**src/rtl/assert_macros.svh**
```systemverilog
// Assertion macros for the RTL files of the stepper position controller.
// No dependencies; included by the modules that carry concurrent checks.
`ifndef ASSERT_MACROS_SVH
`define ASSERT_MACROS_SVH

// Generic check on an explicit clock and active-low reset.
`define SPC_ASSERT_AT(name, clk, rst_n, prop, msg) \
  name: assert property (@(posedge clk) disable iff (!rst_n) prop) else $error(msg);

// Check on the default clk_i / rst_ni pair.
`define SPC_ASSERT(name, prop, msg) \
  `SPC_ASSERT_AT(name, clk_i, rst_ni, prop, msg)

`endif

```
**src/rtl/spc_pkg.sv**
```systemverilog
// Package for the stepper position controller: widths, codes and the
// request/status structs between the sequencer and its serial units.
package spc_pkg;

  localparam int NUM_W     = 25;  // dividend / product width
  localparam int DEN_W     = 9;   // divisor width
  localparam int CNT_W     = 5;   // divider iteration counter
  localparam int MAG_W     = 17;  // error magnitude in cdeg
  localparam int EDEG_W    = 10;  // error in whole degrees
  localparam int PER_W     = 16;  // step period
  localparam int MUL_B_W   = 9;   // multiplier operand (clamped degrees)
  localparam int MUL_CNT_W = 4;
  localparam int POS_W     = 32;

  localparam logic [DEN_W-1:0]     CDEG_PER_DEG = 9'd100;
  localparam logic signed [16:0]   SP_CLAMP_POS = 17'sd4000;
  localparam logic signed [16:0]   SP_CLAMP_NEG = -17'sd4000;
  localparam logic [CNT_W-1:0]     ITER_DEG     = 5'd17;
  localparam logic [CNT_W-1:0]     ITER_LIM     = 5'd25;
  localparam logic [MUL_CNT_W-1:0] ITER_MUL     = 4'd9;

  localparam logic OP_UPDATE = 1'b0;
  localparam logic OP_STEP   = 1'b1;

  localparam logic [1:0] ACT_NONE    = 2'd0;
  localparam logic [1:0] ACT_START   = 2'd1;
  localparam logic [1:0] ACT_STOP    = 2'd2;
  localparam logic [1:0] ACT_REVERSE = 2'd3;

  localparam logic [2:0] REG_MODE     = 3'd0;
  localparam logic [2:0] REG_DEADBAND = 3'd1;
  localparam logic [2:0] REG_ERR_LIM  = 3'd2;
  localparam logic [2:0] REG_P_SLOW   = 3'd3;
  localparam logic [2:0] REG_P_FAST   = 3'd4;

  typedef struct packed {
    logic             start;
    logic [NUM_W-1:0] num;
    logic [DEN_W-1:0] den;
    logic [CNT_W-1:0] iters;
  } div_req_t;

  typedef struct packed {
    logic               start;
    logic [PER_W-1:0]   mcand;
    logic [MUL_B_W-1:0] mplier;
  } mul_req_t;

  typedef struct packed {
    logic busy;
    logic done;
  } unit_stat_t;

endpackage

```
**src/rtl/stepper_position_speed_control.sv**
```systemverilog
// Stepper position controller with deadband and inverse error-to-period law.
// A control update (op 0) uses the shared bit-serial divider (17 iterations for
// the whole-degree error, 25 for the division by the error limit) and the
// 9-step shift-add multiplier; inside the deadband only the first divide runs.
// The next item is taken in the cycle after a result is loaded. One item is
// worked on at a time; the result sits in an output register, so the next item
// is taken while an earlier result waits. Configuration writes are never
// stalled.
`include "assert_macros.svh"

module stepper_position_speed_control import spc_pkg::*; (
  input  logic                    clk_i,
  input  logic                    rst_ni,
  input  logic                    cfg_valid_i,
  output logic                    cfg_ready_o,
  input  logic [2:0]              cfg_index_i,
  input  logic [15:0]             cfg_data_i,
  input  logic                    in_valid_i,
  output logic                    in_ready_o,
  input  logic                    op_i,
  input  logic signed [15:0]      setpoint_cdeg_i,
  input  logic signed [16:0]      measured_cdeg_i,
  output logic                    out_valid_o,
  input  logic                    out_ready_i,
  output logic                    moving_o,
  output logic                    dir_out_o,
  output logic [PER_W-1:0]        period_out_o,
  output logic [PER_W-2:0]        compare_out_o,
  output logic [1:0]              action_o,
  output logic signed [POS_W-1:0] step_count_o
);

  localparam logic [3:0] ST_IDLE   = 4'd0;
  localparam logic [3:0] ST_ERR    = 4'd1;
  localparam logic [3:0] ST_ABS    = 4'd2;
  localparam logic [3:0] ST_DIVDEG = 4'd3;
  localparam logic [3:0] ST_DEC    = 4'd4;
  localparam logic [3:0] ST_MUL    = 4'd5;
  localparam logic [3:0] ST_DIVLIM = 4'd6;
  localparam logic [3:0] ST_PER    = 4'd7;
  localparam logic [3:0] ST_STEP   = 4'd8;
  localparam logic [3:0] ST_DONE   = 4'd9;

  // configuration
  logic             mode_q;
  logic [5:0]       db_q;
  logic [8:0]       lim_cfg_q;
  logic [PER_W-1:0] slow_q, fast_q;

  // control state
  logic [3:0]       state_q, state_d;
  logic             run_q, run_d, dir_q, dir_d;
  logic [PER_W-1:0] period_q, period_d;
  logic [POS_W-1:0] pos_q, pos_d;
  logic             out_valid_q, out_valid_d;

  // datapath
  logic signed [15:0] sp_q;
  logic signed [16:0] ms_q;
  logic signed [16:0] sp_ext, sp_c;
  logic signed [17:0] err_q, err_d;
  logic [17:0]        err_neg;
  logic [MAG_W-1:0]   mag_q, mag_d;
  logic               pos_err_q, pos_err_d;
  logic [PER_W-1:0]   diff_q, diff_d, slow_lat_q;
  logic               fast_gt_q, fast_gt_d;
  logic [DEN_W-1:0]   lim_q, lim_eff;
  logic [1:0]         action_q, action_d;
  logic [EDEG_W-1:0]  e_deg;
  logic [MUL_B_W-1:0] e_clamp;
  logic [12:0]        db_cdeg;
  logic               in_band, load_out;

  // output register
  logic             o_run_q, o_dir_q;
  logic [PER_W-1:0] o_period_q;
  logic [1:0]       o_action_q;
  logic [POS_W-1:0] o_pos_q;

  div_req_t         div_req;
  mul_req_t         mul_req;
  unit_stat_t       div_stat, mul_stat;
  logic [NUM_W-1:0] div_quot, mul_prod;

  spc_div u_div (
    .clk_i  (clk_i),
    .rst_ni (rst_ni),
    .req_i  (div_req),
    .stat_o (div_stat),
    .quot_o (div_quot)
  );

  spc_mul u_mul (
    .clk_i  (clk_i),
    .rst_ni (rst_ni),
    .req_i  (mul_req),
    .stat_o (mul_stat),
    .prod_o (mul_prod)
  );

  assign cfg_ready_o = 1'b1;
  assign in_ready_o  = (state_q == ST_IDLE);

  always_ff @(posedge clk_i or negedge rst_ni) begin
    if (!rst_ni) begin
      mode_q    <= 1'b0;
      db_q      <= 6'd1;
      lim_cfg_q <= 9'd40;
      slow_q    <= 16'd1000;
      fast_q    <= 16'd100;
    end else if (cfg_valid_i) begin
      unique case (cfg_index_i)
        REG_MODE:     mode_q    <= cfg_data_i[0];
        REG_DEADBAND: db_q      <= cfg_data_i[5:0];
        REG_ERR_LIM:  lim_cfg_q <= cfg_data_i[8:0];
        REG_P_SLOW:   slow_q    <= cfg_data_i;
        REG_P_FAST:   fast_q    <= cfg_data_i;
        default: ;
      endcase
    end
  end

  // combinational datapath pieces
  always_comb begin
    sp_ext = {sp_q[15], sp_q};
    sp_c   = sp_ext;
    if (mode_q) begin
      if (sp_ext > SP_CLAMP_POS) begin
        sp_c = SP_CLAMP_POS;
      end else if (sp_ext < SP_CLAMP_NEG) begin
        sp_c = SP_CLAMP_NEG;
      end
    end
    err_d     = {sp_c[16], sp_c} - {ms_q[16], ms_q};
    err_neg   = 18'd0 - err_q;
    mag_d     = err_q[17] ? err_neg[MAG_W-1:0] : err_q[MAG_W-1:0];
    pos_err_d = !err_q[17] && (err_q != '0);
    fast_gt_d = fast_q > slow_q;
    diff_d    = fast_gt_d ? '0 : (slow_q - fast_q);
    e_deg     = div_quot[EDEG_W-1:0];
    db_cdeg   = {7'b0, db_q} * 13'd100;
    in_band   = mode_q ? (mag_q <= {4'b0, db_cdeg}) : (e_deg <= {4'b0, db_q});
    lim_eff   = (lim_cfg_q == '0) ? DEN_W'(1) : lim_cfg_q;
    e_clamp   = (e_deg > {1'b0, lim_eff}) ? lim_eff : e_deg[MUL_B_W-1:0];
  end

  always_comb begin
    state_d     = state_q;
    run_d       = run_q;
    dir_d       = dir_q;
    period_d    = period_q;
    pos_d       = pos_q;
    action_d    = action_q;
    out_valid_d = out_valid_q && !out_ready_i;
    load_out    = 1'b0;
    div_req     = '0;
    mul_req     = '0;
    unique case (state_q)
      ST_IDLE: begin
        if (in_valid_i) begin
          state_d = (op_i == OP_STEP) ? ST_STEP : ST_ERR;
        end
      end
      ST_ERR: state_d = ST_ABS;
      ST_ABS: begin
        div_req.start = 1'b1;
        div_req.num   = {mag_d, {(NUM_W-MAG_W){1'b0}}};
        div_req.den   = CDEG_PER_DEG;
        div_req.iters = ITER_DEG;
        state_d       = ST_DIVDEG;
      end
      ST_DIVDEG: begin
        if (div_stat.done) begin
          state_d = ST_DEC;
        end
      end
      ST_DEC: begin
        if (in_band) begin
          action_d = run_q ? ACT_STOP : ACT_NONE;
          run_d    = 1'b0;
          state_d  = ST_DONE;
        end else begin
          if (!run_q) begin
            action_d = ACT_START;
          end else if (pos_err_q != dir_q) begin
            action_d = ACT_REVERSE;
          end else begin
            action_d = ACT_NONE;
          end
          run_d          = 1'b1;
          dir_d          = pos_err_q;
          mul_req.start  = 1'b1;
          mul_req.mcand  = diff_q;
          mul_req.mplier = e_clamp;
          state_d        = ST_MUL;
        end
      end
      ST_MUL: begin
        if (mul_stat.done) begin
          div_req.start = 1'b1;
          div_req.num   = mul_prod;
          div_req.den   = lim_q;
          div_req.iters = ITER_LIM;
          state_d       = ST_DIVLIM;
        end
      end
      ST_DIVLIM: begin
        if (div_stat.done) begin
          state_d = ST_PER;
        end
      end
      ST_PER: begin
        period_d = fast_gt_q ? slow_lat_q : (slow_lat_q - div_quot[PER_W-1:0]);
        state_d  = ST_DONE;
      end
      ST_STEP: begin
        action_d = ACT_NONE;
        if (run_q) begin
          pos_d = dir_q ? (pos_q + 32'd1) : (pos_q - 32'd1);
        end
        state_d = ST_DONE;
      end
      ST_DONE: begin
        if (!out_valid_q || out_ready_i) begin
          load_out    = 1'b1;
          out_valid_d = 1'b1;
          state_d     = ST_IDLE;
        end
      end
      default: state_d = ST_IDLE;
    endcase
  end

  always_ff @(posedge clk_i or negedge rst_ni) begin
    if (!rst_ni) begin
      state_q     <= ST_IDLE;
      run_q       <= 1'b0;
      dir_q       <= 1'b0;
      period_q    <= '0;
      pos_q       <= '0;
      out_valid_q <= 1'b0;
    end else begin
      state_q     <= state_d;
      run_q       <= run_d;
      dir_q       <= dir_d;
      period_q    <= period_d;
      pos_q       <= pos_d;
      out_valid_q <= out_valid_d;
    end
  end

  always_ff @(posedge clk_i) begin
    action_q <= action_d;
    if (in_valid_i && in_ready_o) begin
      sp_q <= setpoint_cdeg_i;
      ms_q <= measured_cdeg_i;
    end
    if (state_q == ST_ERR) begin
      err_q <= err_d;
    end
    if (state_q == ST_ABS) begin
      mag_q      <= mag_d;
      pos_err_q  <= pos_err_d;
      diff_q     <= diff_d;
      fast_gt_q  <= fast_gt_d;
      slow_lat_q <= slow_q;
    end
    if (state_q == ST_DEC) begin
      lim_q <= lim_eff;
    end
    if (load_out) begin
      o_run_q    <= run_q;
      o_dir_q    <= dir_q;
      o_period_q <= period_q;
      o_action_q <= action_q;
      o_pos_q    <= pos_q;
    end
  end

  assign out_valid_o   = out_valid_q;
  assign moving_o      = o_run_q;
  assign dir_out_o     = o_dir_q;
  assign period_out_o  = o_period_q;
  assign compare_out_o = o_period_q[PER_W-1:1];
  assign action_o      = o_action_q;
  assign step_count_o  = o_pos_q;

  `SPC_ASSERT(a_div_done_state, div_stat.done |-> (state_q == ST_DIVDEG || state_q == ST_DIVLIM), "divider finished outside a divide state")
  `SPC_ASSERT(a_mul_done_state, mul_stat.done |-> (state_q == ST_MUL), "multiplier finished outside the multiply state")
  `SPC_ASSERT(a_quot_bound, (state_q == ST_PER && !fast_gt_q) |-> (div_quot[NUM_W-1:PER_W] == '0 && div_quot[PER_W-1:0] <= diff_q), "speed quotient exceeds period span")
  `SPC_ASSERT(a_start_moving, (out_valid_o && (action_o == ACT_START || action_o == ACT_REVERSE)) |-> moving_o, "start reported while idle")

endmodule

```
**src/rtl/spc_div.sv**
```systemverilog
// Bit-serial restoring divider, one quotient bit per cycle, MSB first.
// Depends on spc_pkg for widths and the request/status structs.
module spc_div import spc_pkg::*; (
  input  logic             clk_i,
  input  logic             rst_ni,
  input  div_req_t         req_i,
  output unit_stat_t       stat_o,
  output logic [NUM_W-1:0] quot_o
);

  logic             busy_q, done_q;
  logic [CNT_W-1:0] cnt_q;
  logic [NUM_W-1:0] num_q, quo_q;
  logic [DEN_W-1:0] rem_q, den_q;
  logic [DEN_W:0]   trial, trial_sub;
  logic             ge;

  assign trial     = {rem_q, num_q[NUM_W-1]};
  assign ge        = trial >= {1'b0, den_q};
  assign trial_sub = trial - {1'b0, den_q};

  always_ff @(posedge clk_i or negedge rst_ni) begin
    if (!rst_ni) begin
      busy_q <= 1'b0;
      done_q <= 1'b0;
      cnt_q  <= '0;
    end else begin
      done_q <= 1'b0;
      if (req_i.start) begin
        busy_q <= 1'b1;
        cnt_q  <= req_i.iters;
      end else if (busy_q) begin
        cnt_q <= cnt_q - CNT_W'(1);
        if (cnt_q == CNT_W'(1)) begin
          busy_q <= 1'b0;
          done_q <= 1'b1;
        end
      end
    end
  end

  always_ff @(posedge clk_i) begin
    if (req_i.start) begin
      num_q <= req_i.num;
      den_q <= req_i.den;
      rem_q <= '0;
      quo_q <= '0;
    end else if (busy_q) begin
      num_q <= {num_q[NUM_W-2:0], 1'b0};
      rem_q <= ge ? trial_sub[DEN_W-1:0] : trial[DEN_W-1:0];
      quo_q <= {quo_q[NUM_W-2:0], ge};
    end
  end

  assign stat_o.busy = busy_q;
  assign stat_o.done = done_q;
  assign quot_o      = quo_q;

endmodule

```
**src/rtl/spc_mul.sv**
```systemverilog
// Shift-add multiplier, one multiplier bit per cycle, LSB first.
// Depends on spc_pkg for widths and the request/status structs.
module spc_mul import spc_pkg::*; (
  input  logic             clk_i,
  input  logic             rst_ni,
  input  mul_req_t         req_i,
  output unit_stat_t       stat_o,
  output logic [NUM_W-1:0] prod_o
);

  logic                 busy_q, done_q;
  logic [MUL_CNT_W-1:0] cnt_q;
  logic [NUM_W-1:0]     acc_q, mcand_q;
  logic [MUL_B_W-1:0]   mplier_q;

  always_ff @(posedge clk_i or negedge rst_ni) begin
    if (!rst_ni) begin
      busy_q <= 1'b0;
      done_q <= 1'b0;
      cnt_q  <= '0;
    end else begin
      done_q <= 1'b0;
      if (req_i.start) begin
        busy_q <= 1'b1;
        cnt_q  <= ITER_MUL;
      end else if (busy_q) begin
        cnt_q <= cnt_q - MUL_CNT_W'(1);
        if (cnt_q == MUL_CNT_W'(1)) begin
          busy_q <= 1'b0;
          done_q <= 1'b1;
        end
      end
    end
  end

  always_ff @(posedge clk_i) begin
    if (req_i.start) begin
      acc_q    <= '0;
      mcand_q  <= NUM_W'(req_i.mcand);
      mplier_q <= req_i.mplier;
    end else if (busy_q) begin
      if (mplier_q[0]) begin
        acc_q <= acc_q + mcand_q;
      end
      mcand_q  <= {mcand_q[NUM_W-2:0], 1'b0};
      mplier_q <= {1'b0, mplier_q[MUL_B_W-1:1]};
    end
  end

  assign stat_o.busy = busy_q;
  assign stat_o.done = done_q;
  assign prod_o      = acc_q;

endmodule
```
**config.mk**
```make
export PLATFORM = sky130hd
export DESIGN_NAME = stepper_position_speed_control
export DESIGN_NICKNAME = d
export VERILOG_FILES = /design/src/rtl/spc_pkg.sv /design/src/rtl/stepper_position_speed_control.sv /design/src/rtl/spc_div.sv /design/src/rtl/spc_mul.sv
export VERILOG_INCLUDE_DIRS = /design/src /design/src/rtl
export SDC_FILE = /design/constraint.sdc
export NUM_CORES = 1
export LEC_CHECK = 0
export BUFFER_PORTS_ARGS = -buffer_cell sky130_fd_sc_hd__clkbuf_2
export CORE_MARGIN = 4
export CORE_UTILIZATION = 62
export CTS_CLUSTER_DIAMETER = 120
export DETAILED_ROUTE_END_ITERATION = 8
export HOLD_SLACK_MARGIN = 0.08
export PLACE_DENSITY = 0.81
export SYNTH_ARGS = -nofsm -noshare
export SYNTH_HDL_FRONTEND = slang
export SYNTH_SLANG_ARGS = --single-unit
```
**constraint.sdc**
```tcl
create_clock -name clk_i -period 7.1 [get_ports clk_i]
set_clock_uncertainty 0.1 [all_clocks]
set_input_delay 0.71 -clock clk_i [delete_from_list [all_inputs] [get_ports clk_i]]
set_output_delay 0.71 -clock clk_i [all_outputs]
set_load 0.05 [all_outputs]
```
# --- Word-level counts from Yosys, hierarchy flattened ---
# Index checks and enable logic that the tools add are counted.
word_totals:
  reg_bits: 399
  output_inout_bits: 70
  word_cells: 158
classes:
  add_sub_neg: 10
  mul: 1
  n_lt_le_gt_ge: 7
  eq_ne: 21
  muxes: 54
  bitwise_logic: 1
  reduce_logical: 24
ops:
  columns: ["operator", "count"]
  rows:
  - ["case mux 40 bit (2 select lines)", 1]
  - ["2-to-1 mux 17 bit", 4]
  - ["2-to-1 mux 26 bit", 2]
  - ["2-to-1 mux 25 bit", 2]
  - ["2-to-1 mux 16 bit", 3]
  - ["2-to-1 mux 9 bit", 5]
  - ["2-to-1 mux 40 bit", 1]
  - ["2-to-1 mux 4 bit", 9]
  - ["case mux 4 bit (9 select lines)", 1]
  - ["adder 32 x 1 -> 32 bit (second input constant)", 1]
  - ["2-to-1 mux 32 bit", 1]
  - ["subtractor 16 bit", 2]
  - ["subtractor 32 x 1 -> 32 bit (second input constant)", 1]
  - ["adder 25 bit", 1]
  - ["2-to-1 mux 1 bit", 18]
  - ["nonzero test 18 bit", 1]
  - ["subtractor 17 x 17 -> 18 bit", 1]
  - ["<= comparator 17 x 13 -> 1 bit", 1]
  - ["subtractor 1 x 17 -> 17 bit (first input constant)", 1]
  - ["equality test 4 x 3 -> 1 bit (second input constant)", 4]
  - ["greater-than comparator 16 x 13 -> 1 bit (second input constant)", 1]
  - ["greater-than comparator 16 bit", 1]
  - ["less-than comparator 16 x 13 -> 1 bit (second input constant)", 1]
  - ["AND reduction 2 bit", 8]
  - ["30 further kinds", 47]

# --- Depth between registers and ports, before layout ---
depth:
  ltp_word: 7
  mapped_depth: 20
  mapped_depth_nobuf: 20

# --- Modules after synthesis ---
# A second synthesis with hierarchy kept.
hier_totals:
  hier_cells: 2155
  hier_area_um2: 22616.7
modules_own_cells:
  columns: ["module", "instances", "cells_each", "area_per_inst_um2"]
  rows:
  - ["stepper_position_speed_control", 1, 1482, 15422.3]
  - ["spc_mul", 1, 383, 3739.8]
  - ["spc_div", 1, 290, 3454.6]

# --- Worst setup path before layout ---
# OpenSTA, ideal clock, no wires.
synth_path:
  path_type: "reg-to-reg"
  start: "reg db_q[1]"
  end: "reg u_mul.mcand_q[0] (enable)"
  setup_time_ps: 361
  arrival_ps: 4557
  required_ps: 6639
  setup_slack_ps: 2082
  stages_incl_launch_ff: 18
  cell_sequence: "dfrtp_1 > ha_1 > ha_1 > ha_1 > fa_1 > a21o_1 > a21oi_1 > o21bai_1 > a21oi_1 > xor2_1 > ha_1 > nand4_1 > a21oi_1 > a221o_1 > o31ai_1 > a311oi_1 > clkbuf_1 > or2_2"
synth_between:
  elab_chain_len: 6
  word_cells_on_any_way: 7
synth_rtl:
  columns: ["element", "line_no", "source"]
  rows:
  - ["start, declared", "stepper_position_speed_control.sv:46", "logic [5:0] db_q;"]
  - ["start signal, assigned", "stepper_position_speed_control.sv:114", "REG_DEADBAND: db_q <= cfg_data_i[5:0];"]
  - ["multiplier 6 x 5 -> 11 bit", "stepper_position_speed_control.sv:141", "db_cdeg = {7'b0, db_q} * 13'd100;"]
  - ["<= comparator 17 x 13 -> 1 bit", "stepper_position_speed_control.sv:142", "in_band = mode_q ? (mag_q <= {4'b0, db_cdeg}) : (e_deg <= {4'b0, db_q});"]
  - ["2-to-1 mux 1 bit *", "stepper_position_speed_control.sv:142", null]
  - ["2-to-1 mux 26 bit *", "stepper_position_speed_control.sv:178", "if (in_band) begin"]
  - ["2-to-1 mux 26 bit *", "stepper_position_speed_control.sv:158", "unique case (state_q)"]
  - ["nonzero test 2 bit (no line) *", null, null]
  - ["end signal, assigned", "spc_mul.sv:39", "mcand_q <= NUM_W'(req_i.mcand);"]
  - ["end signal, assigned", "spc_mul.sv:45", "mcand_q <= {mcand_q[NUM_W-2:0], 1'b0};"]
  - ["end, declared", "spc_mul.sv:13", "logic [NUM_W-1:0] acc_q, mcand_q;"]
# Mark *: on every way between the ends. The rest lies on a longest branch, timed or not.
# A chain may end at the register's enable or synchronous reset.

# --- Worst setup path after layout ---
layout_path:
  start: "reg db_q[1]"
  end: "reg u_mul.mcand_q[13] (data pin)"
layout_between:
  elab_chain_len: 6
  word_cells_on_any_way: 7
layout_rtl:
  columns: ["element", "line_no", "source"]
  rows:
  - ["multiplier 6 x 5 -> 11 bit", "stepper_position_speed_control.sv:141", null]
  - ["<= comparator 17 x 13 -> 1 bit", "stepper_position_speed_control.sv:142", null]
  - ["2-to-1 mux 1 bit *", "stepper_position_speed_control.sv:142", null]
  - ["2-to-1 mux 26 bit *", "stepper_position_speed_control.sv:178", null]
  - ["2-to-1 mux 26 bit *", "stepper_position_speed_control.sv:158", null]
  - ["2-to-1 mux 16 bit *", "spc_mul.sv:37", "if (req_i.start) begin"]
# Marks and branches as above.

==> impl_metrics.env <==
export IMPL_nets=2383
export IMPL_max_freq_ghz=0.181
export IMPL_worstPathArrival_ns=5.71
export IMPL_ant_nets=0
export IMPL_grt_pass1_wl_microns=74100
export IMPL_dr_pass1_iters=8
export IMPL_worstSetupPathType="flip-flop to flip-flop"
export IMPL_synth_flop_cell="edfxtp_1"
export IMPL_critPathMostFrequentCell="ha_1"
export IMPL_tightest_slew_ns=1.29
export IMPL_antenna_found_initial=0
export IMPL_hpwlAfterDp_microns=31600
export IMPL_syn_area_per_cell_sq_um=10.4
export IMPL_cts_sinks=399
export IMPL_ios=128
export IMPL_initial_core_util_pct=63.3
export IMPL_core_sq_um=33800
export IMPL_irDropWorstVdd_uv=268
export IMPL_diodes=0
export IMPL_syn2layout_area_growth_pct=11.1
export IMPL_cts_root_buf="clkbuf_16"
export IMPL_vias_per_cell=5.78
export IMPL_cp_data_required_time_ns=7.30
export IMPL_gp_congestion=0.898
export IMPL_first_iter_violations=1044
export IMPL_cts_buffers=42
export IMPL_ys_ff_latch=399
export IMPL_dieWidth_microns=194
export IMPL_vias=15238
export IMPL_tns_ns=0
export IMPL_syn_area_sq_um=21400
export IMPL_clk_latency_ns=0.55
export IMPL_wl_per_cell_microns=16.9
export IMPL_syn_inst=2054
export IMPL_rsz0062_at_grt="false"
export IMPL_yosysSeqAreaShare_pct=50.6
export IMPL_grt_use_total_pct=23.4
export IMPL_grt_start_max_net_pins=73
export IMPL_yosys_top_cells_area="edfxtp_1, dfrtp_1, ha_1"
export IMPL_setup_viol=0
export IMPL_path_clk_slew_ns=0.06
export IMPL_syn_nets=2284
export IMPL_num_rows=67
export IMPL_htreeDepth=2
export IMPL_yosys_warnings=0
export IMPL_grt_pass1_vias=15025
export IMPL_cpPeakStageDelay_ns=0.68
export IMPL_crit_path_cell_trace="ha_1 -> ha_1 -> ha_1 -> fa_1 -> a21o_1 -> a21oi_1 -> o21bai_1 -> a21oi_1 -> xor2_1 -> ha_1 -> nand4_1 -> a21oi_1 -> a221o_1 -> o31ai_1 -> a31oi_1 -> nand2_1 -> buf_4 -> nand2_1 -> nand2_1"
export IMPL_cp_end_kind="flip-flop"
export IMPL_cts_tree="built"
export IMPL_crit_fanout=29
export IMPL_clock_path_buffers=3
export IMPL_drc_errors=0
export IMPL_synth_top_area_share_pct=31.5
export IMPL_status="completed"
export IMPL_cts_setup_buffers=0
export IMPL_crit_slowest_cell="nand2_1"
export IMPL_cpLargestDelayFamily="adder cells"
export IMPL_drive_above_1_share_pct=12.3
export IMPL_yosysTopAreaCell="edfxtp_1"
export IMPL_n_fill_cell=2428
export IMPL_max_cap_violations=0
export IMPL_gr_total_overflow=0
export IMPL_cp_buffers_inverters=1
export IMPL_period_needed_ns=5.51
export IMPL_hp_class="input port to flip-flop"
export IMPL_die_area_sq_um=37500
export IMPL_startpoint_type="flip-flop"
export IMPL_power_density_nw_per_um2=503
export IMPL_drt_wl_total_microns=44500
export IMPL_finalHoldViolCount=0
export IMPL_slew_viol_final=0
export IMPL_relSlewSlack_pct=13.5
export IMPL_synth_edff_count=224
export IMPL_total_leakage_power_nw=10.6
export IMPL_ys_types=81
export IMPL_fin_util_pct=70.3
export IMPL_synth_async_reset_ratio_pct=29.1
export IMPL_port_buffers=126
export IMPL_period_share_pct=77.6
export IMPL_fp_dieH_microns=194
through the flow:
stage	instance area (sq um)	setup WS [ns]	instances	hold slack (ns)	total power, W
after floorplan	21400	2.08	2054	0.300	0.00841
after global placement	22300	1.91	2556	0.306	0.00943
after detailed placement	22300	1.62	2556	0.310	0.00970
after CTS	23800	1.62	2635	0.220	0.0120
after global routing	23800	1.24	2635	0.227	0.0129
final	23800	1.59	2635	0.244	0.0119
placed cells by master, fill, tap and decap left out, types with 13 or more instances in the layout:
| cell | instances |
|---|---|
| clkbuf_2 | 125 |
| o21a_1 | 14 |
| nand2b_1 | 20 |
| o21ai_0 | 149 |
| mux2i_1 | 46 |
| nor2b_1 | 29 |
| xor2_1 | 50 |
| inv_1 | 131 |
| a211oi_1 | 15 |
| a21oi_1 | 117 |
| ha_1 | 165 |
| edfxtp_1 | 224 |
| nor2_1 | 145 |
| mux2_2 | 22 |
| nand2_1 | 264 |
| buf_4 | 18 |
| clkbuf_16 | 47 |
| dfxtp_1 | 59 |
| o21bai_1 | 16 |
| and2_1 | 21 |
| a21o_1 | 53 |
| xnor2_1 | 62 |
| nand3_1 | 22 |
| dfrtp_1 | 104 |
| nand4_1 | 13 |
| nor3_1 | 30 |
cells in the mapped netlist, types with 8 or more instances:
library cell,count
nand2_1,264
o21bai_1,16
xnor2_1,62
o31ai_1,9
mux2_2,22
a31oi_1,12
nor4_1,8
dfstp_2,12
nor2_1,146
o21ai_0,149
buf_4,17
nor3_1,32
nand4_1,13
nor2b_1,29
inv_1,131
and3_1,9
a22o_1,8
a21oi_1,117
or3_1,8
nand2b_1,20
a21o_1,53
dfxtp_1,59
mux2i_1,46
a211oi_1,15
ha_1,165
clkbuf_1,64
xor2_1,50
buf_1,8
edfxtp_1,224
nand3_1,23
o21a_1,14
dfrtp_1,104
and2_1,21
a22oi_1,12
logic make-up after synthesis:
logic type / synth area share, %
muxes: 3.31
and+or+nand+nor: 13.0
other: 0.0175
AOI/OAI and AO/OA: 13.9
buffers and inverters: 4.21
adders and majority gates: 10.3
xor gates and xnor gates: 4.59
DFF: 50.6
what timing repair did:
item                       4_1_cts  5_1_grt
hold buffers                     1        0
setup endpoints to repair        0        0
hold endpoints to repair         1        0
gates resized for setup          0        0
flip-flops by register name, indices dropped and copies added (netlist names), 17 cells and up:
name	cells
u_mul.mcand_q	25
pos_q	32
u_div.num_q	25
u_mul.prod_o	25
ms_q	17
step_count_o	32
mag_q	17
err_q	18
worst register-to-register path, cell delays in order (launching register included):
cell      delay (ns)
dfrtp_1         0.40
ha_1            0.30
ha_1            0.30
ha_1            0.32
fa_1            0.47
a21o_1          0.19
a21oi_1         0.26
o21bai_1        0.10
a21oi_1         0.17
xor2_1          0.10
ha_1            0.30
nand4_1         0.12
a21oi_1         0.13
a221o_1         0.16
o31ai_1         0.12
a31oi_1         0.42
nand2_1         0.68
buf_4           0.45
nand2_1         0.09
nand2_1         0.06
cell type report:
| type | count | area, sq um | share of cell area [%] |
|---|---|---|---|
| Clock buffer | 61 | 1290 | 5.43 |
| Timing Repair Buffer | 144 | 771 | 3.24 |
| Inverter | 134 | 503 | 2.12 |
| Multi-Input combinational cell | 1432 | 9690 | 40.8 |
| Tap cell | 448 | 561 | 2.36 |
| Clock inverter | 17 | 113 | 0.474 |
| Sequential cell | 399 | 10800 | 45.6 |
final timing paths:
kind | startpoint | end | slack [ns] | cells after the start
setup / recovery | db_q[1] | u_mul.mcand_q[13] | 1.59 | 19
hold / removal | measured_cdeg_i[0] | ms_q[0] | 0.24 | 1
max in group asynchronous | rst_ni | slow_q[11] | 4.92 | 3
setup reg to reg | db_q[1] | u_mul.mcand_q[13] | 1.59 | 19
hold reg to reg | action_q[0] | action_o[0] | 0.34 | 0
min in group asynchronous | rst_ni | pos_q[5] | 0.61 | 2
metal layers:
metal	vias to the layer above	routed length, microns	GRT usage, %
met5	-	0	0.128
met4	0	1250	7.68
met3	83	2390	3.51
met2	422	21600	39.7
met1	7251	19300	31.4
li1	7482	-	-
power breakdown:
part           total, W  leakage [nW]  switching, W  internal [W]
registers       0.00412          4.05      0.000619       0.00350
logic           0.00565          5.84       0.00329       0.00236
clock network   0.00218         0.696      0.000884       0.00130
total            0.0119          10.6       0.00479       0.00715
Note: power is estimated with default switching activity, not from simulation.
